File: src/sv/pfa_pkg.sv
// Package for the page frame allocator: field widths, result kind codes,
// register map and the command/status structs between controller and datapath.
// No dependencies.
`default_nettype none

package pfa_pkg;

  // field widths fixed by the interface
  localparam int CNT_W  = 7;
  localparam int ID_W   = 6;
  localparam int KIND_W = 2;
  localparam int PAGE_W = 6;
  localparam int APB_DW = 32;
  localparam int APB_AW = 3;

  // result kinds
  localparam logic [KIND_W-1:0] KIND_SUMMARY = 2'd0;
  localparam logic [KIND_W-1:0] KIND_EVICTED = 2'd1;
  localparam logic [KIND_W-1:0] KIND_NOTHING = 2'd2;

  // operations
  localparam logic OP_ALLOC = 1'b0;
  localparam logic OP_EVICT = 1'b1;

  // register map: register index is paddr[2]
  localparam logic REG_PAGES_IN_USE = 1'b0;

  // pool size after reset
  localparam logic [CNT_W-1:0] PAGES_RESET = 7'd64;

  // controller to datapath
  typedef struct packed {
    logic capture;
    logic load;
    logic alloc_step;
    logic alloc_finish;
    logic evict_step;
    logic evict_finish;
    logic emit_nothing;
  } pfa_cmd_t;

  // datapath to controller
  typedef struct packed {
    logic is_alloc;
    logic load_nothing;
    logic alloc_done;
    logic evict_last;
    logic evict_end;
  } pfa_stat_t;

endpackage

`default_nettype wire

File: src/sv/pfa_ctrl.sv
// Allocator sequencer: steps an item through capture, load, frame scan and finish.
// Depends on pfa_pkg.
`default_nettype none

module pfa_ctrl
  import pfa_pkg::*;
(
  input  wire logic      clk,
  input  wire logic      rst,
  input  wire logic      start,
  input  wire pfa_stat_t stat,
  output pfa_cmd_t       cmd,
  output logic           busy
);

  typedef enum logic [1:0] {
    S_IDLE,
    S_LOAD,
    S_ALLOC,
    S_EVICT
  } state_t;

  state_t state;
  state_t state_next;

  // next state and commands
  always_comb begin
    cmd        = '0;
    state_next = state;
    case (state)
      S_IDLE: begin
        if (start) begin
          cmd.capture = 1'b1;
          state_next  = S_LOAD;
        end
      end
      S_LOAD: begin
        cmd.load = 1'b1;
        if (stat.is_alloc) begin
          state_next = S_ALLOC;
        end else if (stat.load_nothing) begin
          cmd.emit_nothing = 1'b1;
          state_next       = S_IDLE;
        end else begin
          state_next = S_EVICT;
        end
      end
      S_ALLOC: begin
        if (stat.alloc_done) begin
          cmd.alloc_finish = 1'b1;
          state_next       = S_IDLE;
        end else begin
          cmd.alloc_step = 1'b1;
        end
      end
      S_EVICT: begin
        cmd.evict_step = 1'b1;
        if (stat.evict_last || stat.evict_end) begin
          cmd.evict_finish = 1'b1;
          state_next       = S_IDLE;
        end
      end
      default: begin
        state_next = S_IDLE;
      end
    endcase
  end

  // state and busy flag
  always_ff @(posedge clk) begin
    if (rst) begin
      state <= S_IDLE;
      busy  <= 1'b0;
    end else begin
      state <= state_next;
      busy  <= (state_next != S_IDLE);
    end
  end

endmodule

`default_nettype wire

File: config.mk
export PLATFORM = sky130hd
export DESIGN_NAME = pfa_ctrl
export DESIGN_NICKNAME = d
export VERILOG_FILES = /design/src/sv/pfa_pkg.sv /design/src/sv/pfa_ctrl.sv
export SDC_FILE = /design/constraint.sdc
export NUM_CORES = 1
export LEC_CHECK = 0
export ABC_AREA = 1
export BUFFER_PORTS_ARGS = -buffer_cell sky130_fd_sc_hd__clkbuf_2
export CAP_MARGIN = 10
export CORE_AREA = 2 2 39 41
export CTS_BUF_LIST = sky130_fd_sc_hd__clkbuf_8
export DETAILED_ROUTE_END_ITERATION = 7
export DIE_AREA = 0 0 41 43
export SLEW_MARGIN = 20
export SYNTH_ARGS = -nofsm -noshare
export SYNTH_HDL_FRONTEND = slang
export SYNTH_SLANG_ARGS = --single-unit
File: constraint.sdc
create_clock -name clk -period 2.4 [get_ports clk]
set_input_delay 0 -clock clk [delete_from_list [all_inputs] [get_ports clk]]
set_output_delay 0 -clock clk [all_outputs]
set_load 0.01 [all_outputs]
Word level (Yosys, flattened, before mapping)
Index checks and enable logic that the tools add are counted.
{"block": "totals", "ff_bits": 3, "output_inout_bits": 8, "wordCells": 25}
{"block": "classes", "n_eq_ne": 3, "muxes": 17, "n_reduce_logical": 3}
{"operator": "two-way mux 2 bit", "count": 7}
{"operator": "two-way mux 1 bit", "count": 9}
{"operator": "one-hot mux 2 bit (4 select lines)", "count": 1}
{"operator": "equality test 2 bit, second input constant", "count": 2}
{"operator": "equality test 2 x 1 -> 1 bit, second input constant", "count": 1}
{"operator": "zero test 2 bit", "count": 1}
{"operator": "nonzero test 2 bit", "count": 1}
{"operator": "logical OR 1 bit", "count": 1}

Longest topological paths before layout
Gate-level depths: netlist of the first run.
{"block": "logic_depth", "ltp_word": 4, "mapped_depth": 6, "depth_no_buf": 6}

Worst setup path before layout of the first run
No wires, ideal clock.
{"block": "synth_timing", "path_type": "reg2reg", "from": "reg state[0]", "to": "reg busy", "setup_ns": 0.058, "arrival_ns": 0.815, "t_required_ns": 2.342, "path_slack_ns": 1.527, "path_stages_with_launch": 7, "n_path_buf": 0, "synth_period_minus_slack_ns": 0.873, "cell_sequence": "dfxtp_1 > inv_1 > nor2_2 > nand2_1 > nand3_1 > nand2_1 > nand2_1"}
{"block": "synth_via", "elab_chain_len": 3}
{"item": "start: declaration", "line": "pfa_ctrl.sv:23", "source": "state_t state;"}
{"item": "start signal: assignment", "line": "pfa_ctrl.sv:75", "source": "state <= state_next;"}
{"item": "equality test 2 bit (tied with other cells)", "line": "pfa_ctrl.sv:30", "source": "case (state)"}
{"item": "one-hot mux 2 bit (4 select lines) (*)", "line": "pfa_ctrl.sv:30"}
{"item": "nonzero test 2 bit (*)", "line": "pfa_ctrl.sv:76", "source": "busy <= (state_next != S_IDLE);"}
{"item": "end signal: assignment", "line": "pfa_ctrl.sv:76"}
{"item": "end: declaration", "line": "pfa_ctrl.sv:13", "source": "output logic busy"}
Mark *: on every way between the ends. The rest lies on a longest branch, timed or not.
A chain may end at the register's enable or synchronous reset.

==> impl_metrics.csv, run 1 <==
group,metric,value,unit
timing,setup_violations,0,
grt,grt_overflow,0,
floorplanning,core-area,0.00138,mm^2
logic_synthesis,synth-edff-count,0,
timing,fmax,1.01,GHz
finish,nNetsFinal,60,
critical_path,critical_path_class,"register to primary output",
finish,n_fill_cell,175,
grt,grt_max_degree,7,
floorplanning,dieArea,0.00176,mm^2
power,pwr-share-seq,0.246,
power,p_per_area,696,mW/mm^2
clock_network,ctsResizeCount,0,
placement,gp_congestion,0.660,
logic_synthesis,ys_top_cells_by_count,"8 x inv_1, 8 x nand2_1, 4 x nor2_1",
clock_network,cts.hold.buffers_added,0,
clock_network,htreeDepth,1,
logic_synthesis,synth.distinct_cells,10,
placement,placed_area,293,um^2
drt,antenna_left,0,
drt,vias,239,
timing,clock_skew,1.10,ps
outcome,outcome,"complete, no violations",
critical_path,r2r_cells,5,
critical_path,cp_data_required_time,2400,ps
power,p_clk_frac,0.601,
logic_synthesis,netlist_area,198,um^2
critical_path,crit_start,"state[0]",
timing,slew_violations,0,
logic_synthesis,synth_top_area_frac,0.304,
timing,hold_violations,0,
drt,drt_wl_total,433,um
logic_synthesis,synth_nets,40,
finish,multi_input_area,104,um^2
drt,avgRoutedWirePerCell,6.46,um
logic_synthesis,synth_ff_type,"dfxtp_1",
power,internal_power,0.179,mW
timing,rsz0062_at_grt,"false",
finish,fin_cells,67,
timing,relSlewSlack,0.852,
floorplanning,start_util,0.143,
timing,fin_crit,994,ps
power,p_leak,0.230,nW
drt,drc,0,
logic_synthesis,async_flop_share,0,
timing,post-route-period-util,0.414,
logic_synthesis,syn_inst,32,
grt,antenna_found_initial,0,
drt,drt-initial-drc-count,4,
clock_network,cts-root-buf,"clkbuf_8",
finish,antenna_cells,0,
floorplanning,row_count,14,
logic_synthesis,yosys_warnings,0,
grt,track_usage,0.0633,
grt,grt_pass1_vias,197,
floorplanning,fp.dieW,41,um
timing,final.setup.tns,0,ps
clock_network,clock-sinks,3,
clock_network,clkLatencyLatePin,220,ps
critical_path,critPathLaunchType,"register",
drt,via_per_inst,3.57,
placement,port_buffers,15,
critical_path,cp_max_fo,4,
worst_hold_path,worstHoldPathType,"primary input to register",
worst_hold_path,whs_path_depth,4,
placement,hpwl,389,um
finish,final_layout_size_suffix_gt1_frac,0.451,
finish,area_growth,70.9,%
power,combPwrFrac,0.153,
logic_synthesis,synth.area.top_cells,"dfxtp_1 30%, inv_1 15%, nand2_1 15%",
critical_path,ff2ff_setup_slack,1500,ps
clock_network,cts_made_buffers,3,
power,peakVddDrop,0.161,mV
critical_path,arrival,990,ps
placement,placed_cells,63,
floorplanning,die_y,43,um
logic_synthesis,synth_area_per_cell,6.18,um^2
floorplanning,pin_count,16,
critical_path,rr_startpoint,"state[1]",
finish,regArea,60.1,um^2
logic_synthesis,synth-seq-area-share,0.304,
logic_synthesis,ys_ff_latch,3,
timing,worstMarginPinSlew,221,ps
clock_network,cts_tree,"built",
finish,final_core_util,0.244,
critical_path,r2r_end,"busy",
clock_network,cts_setup_buffers,0,
job,drv_cap,0,
grt,grt_pass1_wl,627,um
drt,drt-pass1-iter-count,3,
power,power.switching,0.0562,mW
power,swShare,0.239,
clock_network,clock_path_buffers,2,
logic_synthesis,yosysTopAreaCell,"dfxtp_1",
finish,postLayoutCellArea,338,um^2
critical_path,cp-end-kind,"primary output",
critical_path,cp-endpoint,"cmd[0]",
clock_network,clk_pin_slew_worst_paths,30,ps
registers in the layout (all words and copies together), names as in the netlist:
signal / count
state: 2
busy: 1
how the worst min path moves through the flow:
stage | slack [ps] | endpoint | start
5_1_grt | 60 | state[0] | rst
3_3_place_gp | 270 | state[1] | rst
6_report | 50 | state[0] | rst
3_5_place_dp | 280 | state[0] | rst
4_1_cts | 50 | state[0] | rst
2_1_floorplan | 110 | cmd[3] | stat[2]
routing by layer:
metal,GRT usage,vias to the layer above,wire [um]
met4,0.100,0,15
met3,0.0471,2,61
met5,0,-,0
met2,0.0813,12,206
li1,-,131,-
met1,0.0419,94,149
cell type report:
type,count,share of cell area
multi-input combinational,20,0.307
clock buffer,3,0.122
clock inverter,1,0.0111
timing repair buffer,15,0.222
sequential,3,0.178
inverter,9,0.100
tap,16,0.0593
metrics by stage:
stage               total power, mW  hold WS (ps)  setup WS (ps)
CTS                           0.241          48.2           1400
floorplan                    0.0781           109           1530
detailed placement           0.0955           276           1490
global placement             0.0951           271           1510
finish                        0.235          51.3           1410
global route                  0.252          63.0           1340
power by group through the flow:
stage	logic [mW]	registers (mW)	clock network, mW
finish	0.0361	0.0578	0.141
detailed placement	0.0370	0.0585	0
floorplan	0.0189	0.0593	0
CTS	0.0371	0.0578	0.147
global route	0.0404	0.0584	0.153
global placement	0.0365	0.0586	0
layout by cell type, fill, tap and decap left out:
| cell | n |
|---|---|
| inv_1 | 9 |
| nand3_1 | 3 |
| nand2_1 | 8 |
| clkbuf_2 | 15 |
| nand2_2 | 2 |
| nor2_8 | 1 |
| nor2_2 | 1 |
| clkbuf_8 | 3 |
| dfxtp_1 | 3 |
| nor2_1 | 4 |
| nor3_1 | 1 |
| inv_2 | 1 |
cells by family (layout without fill, tap and decap cells):
logic type | after synthesis | after routing | synth area share
simple gates | 20 | 20 | 0.525
flops | 3 | 3 | 0.304
buf+inv | 9 | 28 | 0.171
worst max-delay path: stages, from the launching register on:
cell      delay [ps]
dfxtp_1          340
inv_1             90
nor3_1           180
clkbuf_2         160
Power figures use the tool's default switching activity.
==> run 2: changes to the inputs <==
Settings changed: ABC_AREA 1 to 0.
Clock period 2.4 ns to 1 ns, I/O delays scaled along.
==> run 2 against run 1 <==
Largest power group unchanged. Final cell count down 18%. Synthesized cell count down 44%. Clock power up 140%. Worst setup slack worse by 1500 ps. Global-route usage up 1.2 points. Final area up 12%. Die area unchanged. Clock skew about the same. Critical path depth up 1. The flow now finishes with violations (negative setup slack). Sequential share of layout area up 0.10 points. Sequential power up 150%.
==> impl_metrics.csv, run 2 <==
group,metric,value,unit
logic_synthesis,synth_nets,26,
finish,final_layout_size_suffix_gt1_frac,0.744,
floorplanning,start_util,0.134,
logic_synthesis,ys_ff_latch,3,
critical_path,arrival,1140,ps
clock_network,clock_path_buffers,2,
floorplanning,row_count,14,
power,p_per_area,1530,mW/mm^2
finish,final_common_cell,"clkbuf_2",
logic_synthesis,async_flop_share,0,
finish,mostFrequentLayoutCells,"13 x clkbuf_2, 3 x clkbuf_8, 2 x nor2_1, 2 x buf_2, 2 x dfxtp_4",
logic_synthesis,yosysTopAreaCell,"dfxtp_1",
grt,grt_overflow,0,
clock_network,cts_made_buffers,3,
timing,rsz0062_at_grt,"true",
power,swShare,0.229,
drt,drt_wl_total,498,um
finish,nNetsFinal,48,
drt,wl_met1,200,um
power,internal_power,0.447,mW
timing,clock_skew,0.702,ps
critical_path,cp_data_required_time,1090,ps
grt,grt_pass1_vias,202,
timing,fmax,0.957,GHz
grt,grt_pass1_wl,828,um
clock_network,clk_pin_slew_worst_paths,30,ps
drt,drc,0,
critical_path,critical_path_class,"register to register",
finish,largest_reg_flops,2,
timing,hold_violations,0,
clock_network,clkLatencyLatePin,210,ps
outcome,outcome,"complete, but fails checks",
drt,dr_wl_met3,58,um
power,p_clk_frac,0.581,
timing,slew_violations,0,
critical_path,cp.buffers_inverters,1,
finish,antenna_cells,0,
timing,setup_violations,5,
logic_synthesis,synth.area.top_cells,"dfxtp_1 32%, nor3b_2 14%, a211oi_2 6.8%",
power,pwr-share-seq,0.246,
logic_synthesis,syn_inst,18,
floorplanning,dieArea,0.00176,mm^2
drt,drt-initial-drc-count,2,
floorplanning,die_y,43,um
power,finalPower,0.580,mW
logic_synthesis,netlist_area,185,um^2
logic_synthesis,synth_ff_type,"dfxtp_1",
worst_hold_path,worstHoldPathType,"primary input to register",
logic_synthesis,synth.distinct_cells,14,
outcome,violations,"negative setup slack",
critical_path,slowest_delay,360,ps
drt,antenna_left,0,
power,power.switching,0.132,mW
clock_network,cts_tree,"built",
timing,final.setup.tns,-121,ps
critical_path,cp_max_fo,7,
finish,largest_registers,"state (2), busy (1)",
timing,whs,201,ps
power,peakVddDrop,0.610,mV
logic_synthesis,synth-seq-area-share,0.324,
finish,fin_cells,55,
timing,setup_ws,-44.8,ps
drt,vias,219,
logic_synthesis,synth_area_per_cell,10.3,um^2
job,drv_cap,0,
grt,track_usage,0.0752,
floorplanning,pin_count,16,
logic_synthesis,ys_top_cells_by_count,"3 x dfxtp_1, 2 x nor2_1, 2 x nor3b_2",
critical_path,critPathLaunchType,"register",
power,p_leak,0.187,nW
drt,avgRoutedWirePerCell,9.05,um
placement,hpwl,387,um
logic_synthesis,yosys_warnings,0,
grt,grt_max_degree,8,
placement,port_buffers,15,
placement,gp_congestion,0.549,
logic_synthesis,synth-edff-count,0,
timing,relSlewSlack,0.784,
drt,highest_layer,"met3",
finish,largest-register,"state",
clock_network,cts-root-buf,"clkbuf_8",
timing,post-route-period-util,1.04,
grt,antenna_found_initial,0,
drt,drt-pass1-iter-count,4,
critical_path,cp-end-kind,"register",
critical_path,cp_slowest_cell,"dfxtp_4",
power,combPwrFrac,0.173,
placement,placed_cells,49,
drt,via_per_inst,3.98,
critical_path,crit_family,"flip-flops",
logic_synthesis,synth_top_area_frac,0.324,
drt,wl_met2,239,um
floorplanning,core-area,0.00138,mm^2
timing,fin_crit,1040,ps
floorplanning,fp.dieW,41,um
timing,worstMarginPinSlew,320,ps
critical_path,path_cells,"nor2b_4, buf_4, a211oi_4, a21oi_2",
logic_synthesis,synthMostInstantiatedCell,"dfxtp_1",
finish,area_growth,104,%
clock_network,clock-sinks,3,
clock_network,htreeDepth,1,
-- run 2: changes by cell type after synthesis, sizes merged, moves of 2 or more --
cell   previous run  this run
nand3             3         0
inv               9         0
nand2            10         0
and3b             0         2
nor3b             0         2
nor2              6         2
-- run 2: logic make-up after synthesis --
| family | count (synthesis) | share of synthesized area |
|---|---|---|
| AO/OA/AOI/OAI | 3 | 0.135 |
| flip-flops | 3 | 0.324 |
| AND/OR/NAND/NOR | 12 | 0.541 |
-- run 2: layer usage --
layer,vias to the layer above,GRT usage
met5,-,0
met4,0,0.0600
met3,0,0.0471
met2,13,0.103
met1,97,0.0769
li1,109,-
-- run 2: layout make-up --
cell class,count,area [um^2]
multi-input cells,15,153
well taps,16,20.0
flip-flops and latches,3,67.6
clock buffers,3,41.3
repair buffers,17,92.6
clock inverters,1,3.75
fillers,156,1010
-- run 2: power by group through the flow --
stage          Sequential [mW]  Clock [mW]  Combinational, mW
3_3_place_gp             0.142           0             0.0770
2_1_floorplan            0.143           0             0.0387
5_1_grt                  0.144       0.365              0.113
3_5_place_dp             0.143           0             0.0776
4_1_cts                  0.143       0.348             0.0925
6_report                 0.142       0.337              0.101
-- run 2: worst reg2reg max path, cell delays in order, from the launching register on --
cell and delay [ps]:
dfxtp_4 360, nor2b_4 130, buf_4 130, a211oi_4 230, a21oi_2 80
-- run 2: worst paths after layout --
check,to,depth (start not counted),slack [ps],startpoint
min reg2reg,state[0],3,760,state[1]
min,state[1],4,200,stat[3]
max reg2reg,busy,4,-40,state[0]
max,busy,4,-40,state[0]
-- run 2: timing repair --
item / in CTS / in global routing
endpoints found under the hold margin: 3 / 0
gates resized for setup: 7 / 4
endpoints found under the setup margin: 8 / 7
pin swaps: 2 / 3
buffers inserted: 1 / 0
hold buffers: 1 / 0
-- run 2: metrics by stage --
step / setup slack (ps) / utilization / cell area, um^2
2_1_floorplan: 22.5 / - / 185
3_3_place_gp: -64.1 / 0.203 / 280
3_5_place_dp: -76.3 / 0.203 / 280
4_1_cts: -48.6 / 0.265 / 367
5_1_grt: -89.3 / 0.273 / 378
6_report: -44.8 / 0.273 / 378
==> run 3: changes to the inputs <==
==> constraint.sdc (replaced) <==
create_clock -name clk -period 1 [get_ports clk]
set_input_delay 0.1 -clock clk [delete_from_list [all_inputs] [get_ports clk]]
set_output_delay 0.1 -clock clk [all_outputs]
set_load 0.01 [all_outputs]
==> run 3 against run 2 <==
The run still ends with negative setup slack left. Worst setup slack lost 72 ps. Final cell count is the same. Combinational power shrank 9%. Routed wire length shrank 3.6%. Sequential share of layout area grew 0.059 points. Clock-buffer cell count is the same. Critical endpoint is now cmd[0]. Largest cell class unchanged.
==> impl_metrics.csv, run 3 (same netlist as run 2, synthesis figures left out) <==
group,metric,value,unit
placement,placed_cells,49,
finish,final_layout_size_suffix_gt1_frac,0.769,
clock_network,clock_path_buffers,2,
critical_path,cp-end-kind,"primary output",
timing,post-route-period-util,1.12,
grt,grt_overflow,0,
worst_hold_path,worstHoldStart,"rst",
clock_network,cts_tree,"built",
finish,final_core_util,0.272,
critical_path,crit_family,"flip-flops",
finish,antenna_cells,0,
drt,drc,0,
grt,track_usage,0.0732,
critical_path,arrival,1020,ps
outcome,outcome,"complete, but fails checks",
grt,grt_max_degree,8,
finish,postLayoutCellArea,377,um^2
power,pwr-share-seq,0.250,
timing,fin_crit,1120,ps
power,p_leak,0.189,nW
drt,drt_wl_total,480,um
outcome,violations,"negative setup slack",
finish,n_fill_cell,155,
timing,worstMarginPinSlew,227,ps
finish,mostFrequentLayoutCells,"11 x clkbuf_2, 3 x clkbuf_8, 3 x buf_2",
clock_network,cts.hold.buffers_added,0,
critical_path,cp.buffers_inverters,1,
floorplanning,dieArea,0.00176,mm^2
floorplanning,pin_count,16,
grt,grt_pass1_wl,814,um
worst_hold_path,whs_path_depth,2,
grt,antenna_found_initial,0,
grt,grt_pass1_vias,201,
power,peakVddDrop,0.602,mV
power,internal_power,0.444,mW
power,combPwrFrac,0.162,
timing,clock_skew,0.758,ps
floorplanning,die_y,43,um
drt,avgRoutedWirePerCell,8.73,um
drt,drt-pass1-iter-count,1,
timing,fmax,0.895,GHz
critical_path,r2r_cells,3,
drt,vias,210,
critical_path,path_cells,"nor2b_4, and3b_1, buf_2",
job,drv_cap,0,
clock_network,clk_pin_slew_worst_paths,30,ps
clock_network,clock-sinks,3,
finish,nNetsFinal,48,
clock_network,clkLatencyLatePin,210,ps
power,finalPower,0.571,mW
drt,via_per_inst,3.82,
drt,antenna_left,0,
floorplanning,row_count,14,
critical_path,critPathLaunchType,"register",
critical_path,cp_data_required_time,900,ps
critical_path,slowest_delay,370,ps
placement,place_ws,-76.3,ps
worst_hold_path,worstHoldPathType,"primary input to register",
finish,final_common_cell,"clkbuf_2",
placement,hpwl,387,um
power,p_clk_frac,0.588,
drt,drt-initial-drc-count,0,
worst_hold_path,hold_path_end,"state[1]",
critical_path,cp_slowest_cell,"dfxtp_4",
clock_network,cts-root-buf,"clkbuf_8",
floorplanning,core-area,0.00138,mm^2
timing,slew_violations,0,
critical_path,rr_startpoint,"state[0]",
timing,setup_violations,6,
timing,rsz0062_at_grt,"true",
finish,largest-register,"state",
power,power.switching,0.127,mW
placement,placed_area,280,um^2
finish,largest_registers,"state (2), busy (1)",
finish,area_growth,103,%
placement,port_buffers,15,
timing,setup_ws,-117,ps
power,swShare,0.223,
critical_path,r2r_end,"busy",
critical_path,ff2ff_setup_slack,-30,ps
clock_network,cts_made_buffers,3,
placement,gp_congestion,0.549,
finish,largest_reg_flops,2,
floorplanning,fp.dieW,41,um
critical_path,critical_path_class,"register to primary output",
power,p_per_area,1520,mW/mm^2
floorplanning,start_util,0.134,
clock_network,htreeDepth,1,
finish,fin_cells,55,
critical_path,cp_max_fo,7,
timing,hold_violations,0,
timing,relSlewSlack,0.848,
-- run 3: cell count changes in the layout (fill, tap and decap cells not counted) --
cell / before / now
buf_6: 0 / 1
buf_4: 1 / 2
a21oi_1: 0 / 1
a211oi_2: 0 / 1
a21oi_2: 1 / 0
dlygate4sd3_1: 1 / 0
buf_2: 2 / 3
nor4b_2: 0 / 1
clkbuf_2: 13 / 11
a211oi_4: 1 / 0
nor4b_1: 1 / 0
-- run 3: layout make-up --
| class | count | area, um^2 | share of cell area |
|---|---|---|---|
| clock buffers | 3 | 41.3 | 0.110 |
| clock inverters | 1 | 3.75 | 0.00997 |
| multi-input cells | 15 | 148 | 0.392 |
| flip-flops and latches | 3 | 67.6 | 0.179 |
| well taps | 16 | 20.0 | 0.0532 |
| repair buffers | 17 | 96.3 | 0.256 |
-- run 3: worst max-delay path by stage --
stage	from	to	slack [ps]	cells after the start
detailed placement	state[1]	busy	-80	3
global route	state[0]	cmd[0]	-170	3
finish	state[0]	cmd[0]	-120	3
global placement	state[1]	busy	-60	3
floorplan	state[1]	busy	20	3
CTS	state[0]	cmd[0]	-140	3
-- run 3: repair_timing --
action                                  4_1_cts  5_1_grt
endpoints found under the setup margin       10       10
setup buffers                                 2        0
pin swaps                                     0        2
gates resized for setup                       7        6
-- run 3: routing by layer --
layer | vias up | GRT usage | routed length (um) | share of wire
li1 | 109 | - | - | -
met1 | 90 | 0.0769 | 192 | 0.40
met2 | 11 | 0.0969 | 232 | 0.48
met3 | 0 | 0.0471 | 55 | 0.11
met4 | 0 | 0.0600 | 0 | 0
met5 | - | 0 | 0 | 0
-- run 3: stage by stage --
stage          setup TNS (ps)  hold WS, ps
3_3_place_gp             -121          293
2_1_floorplan               0          169
5_1_grt                  -762         86.2
3_5_place_dp             -179          296
6_report                 -376         69.7
4_1_cts                  -474         64.7
-- run 3: worst register-to-register path: stages, from the launching register on --
cell and delay [ps]:
dfxtp_4 360, and4bb_1 230, a211oi_2 230, a21oi_1 90
-- run 3: power by group through the flow --
stage	Combinational (mW)	Sequential, mW	Clock, mW
after floorplan	0.0387	0.143	0
after global placement	0.0770	0.142	0
after detailed placement	0.0776	0.143	0
after CTS	0.0910	0.143	0.348
after global routing	0.105	0.144	0.365
final	0.0924	0.143	0.336
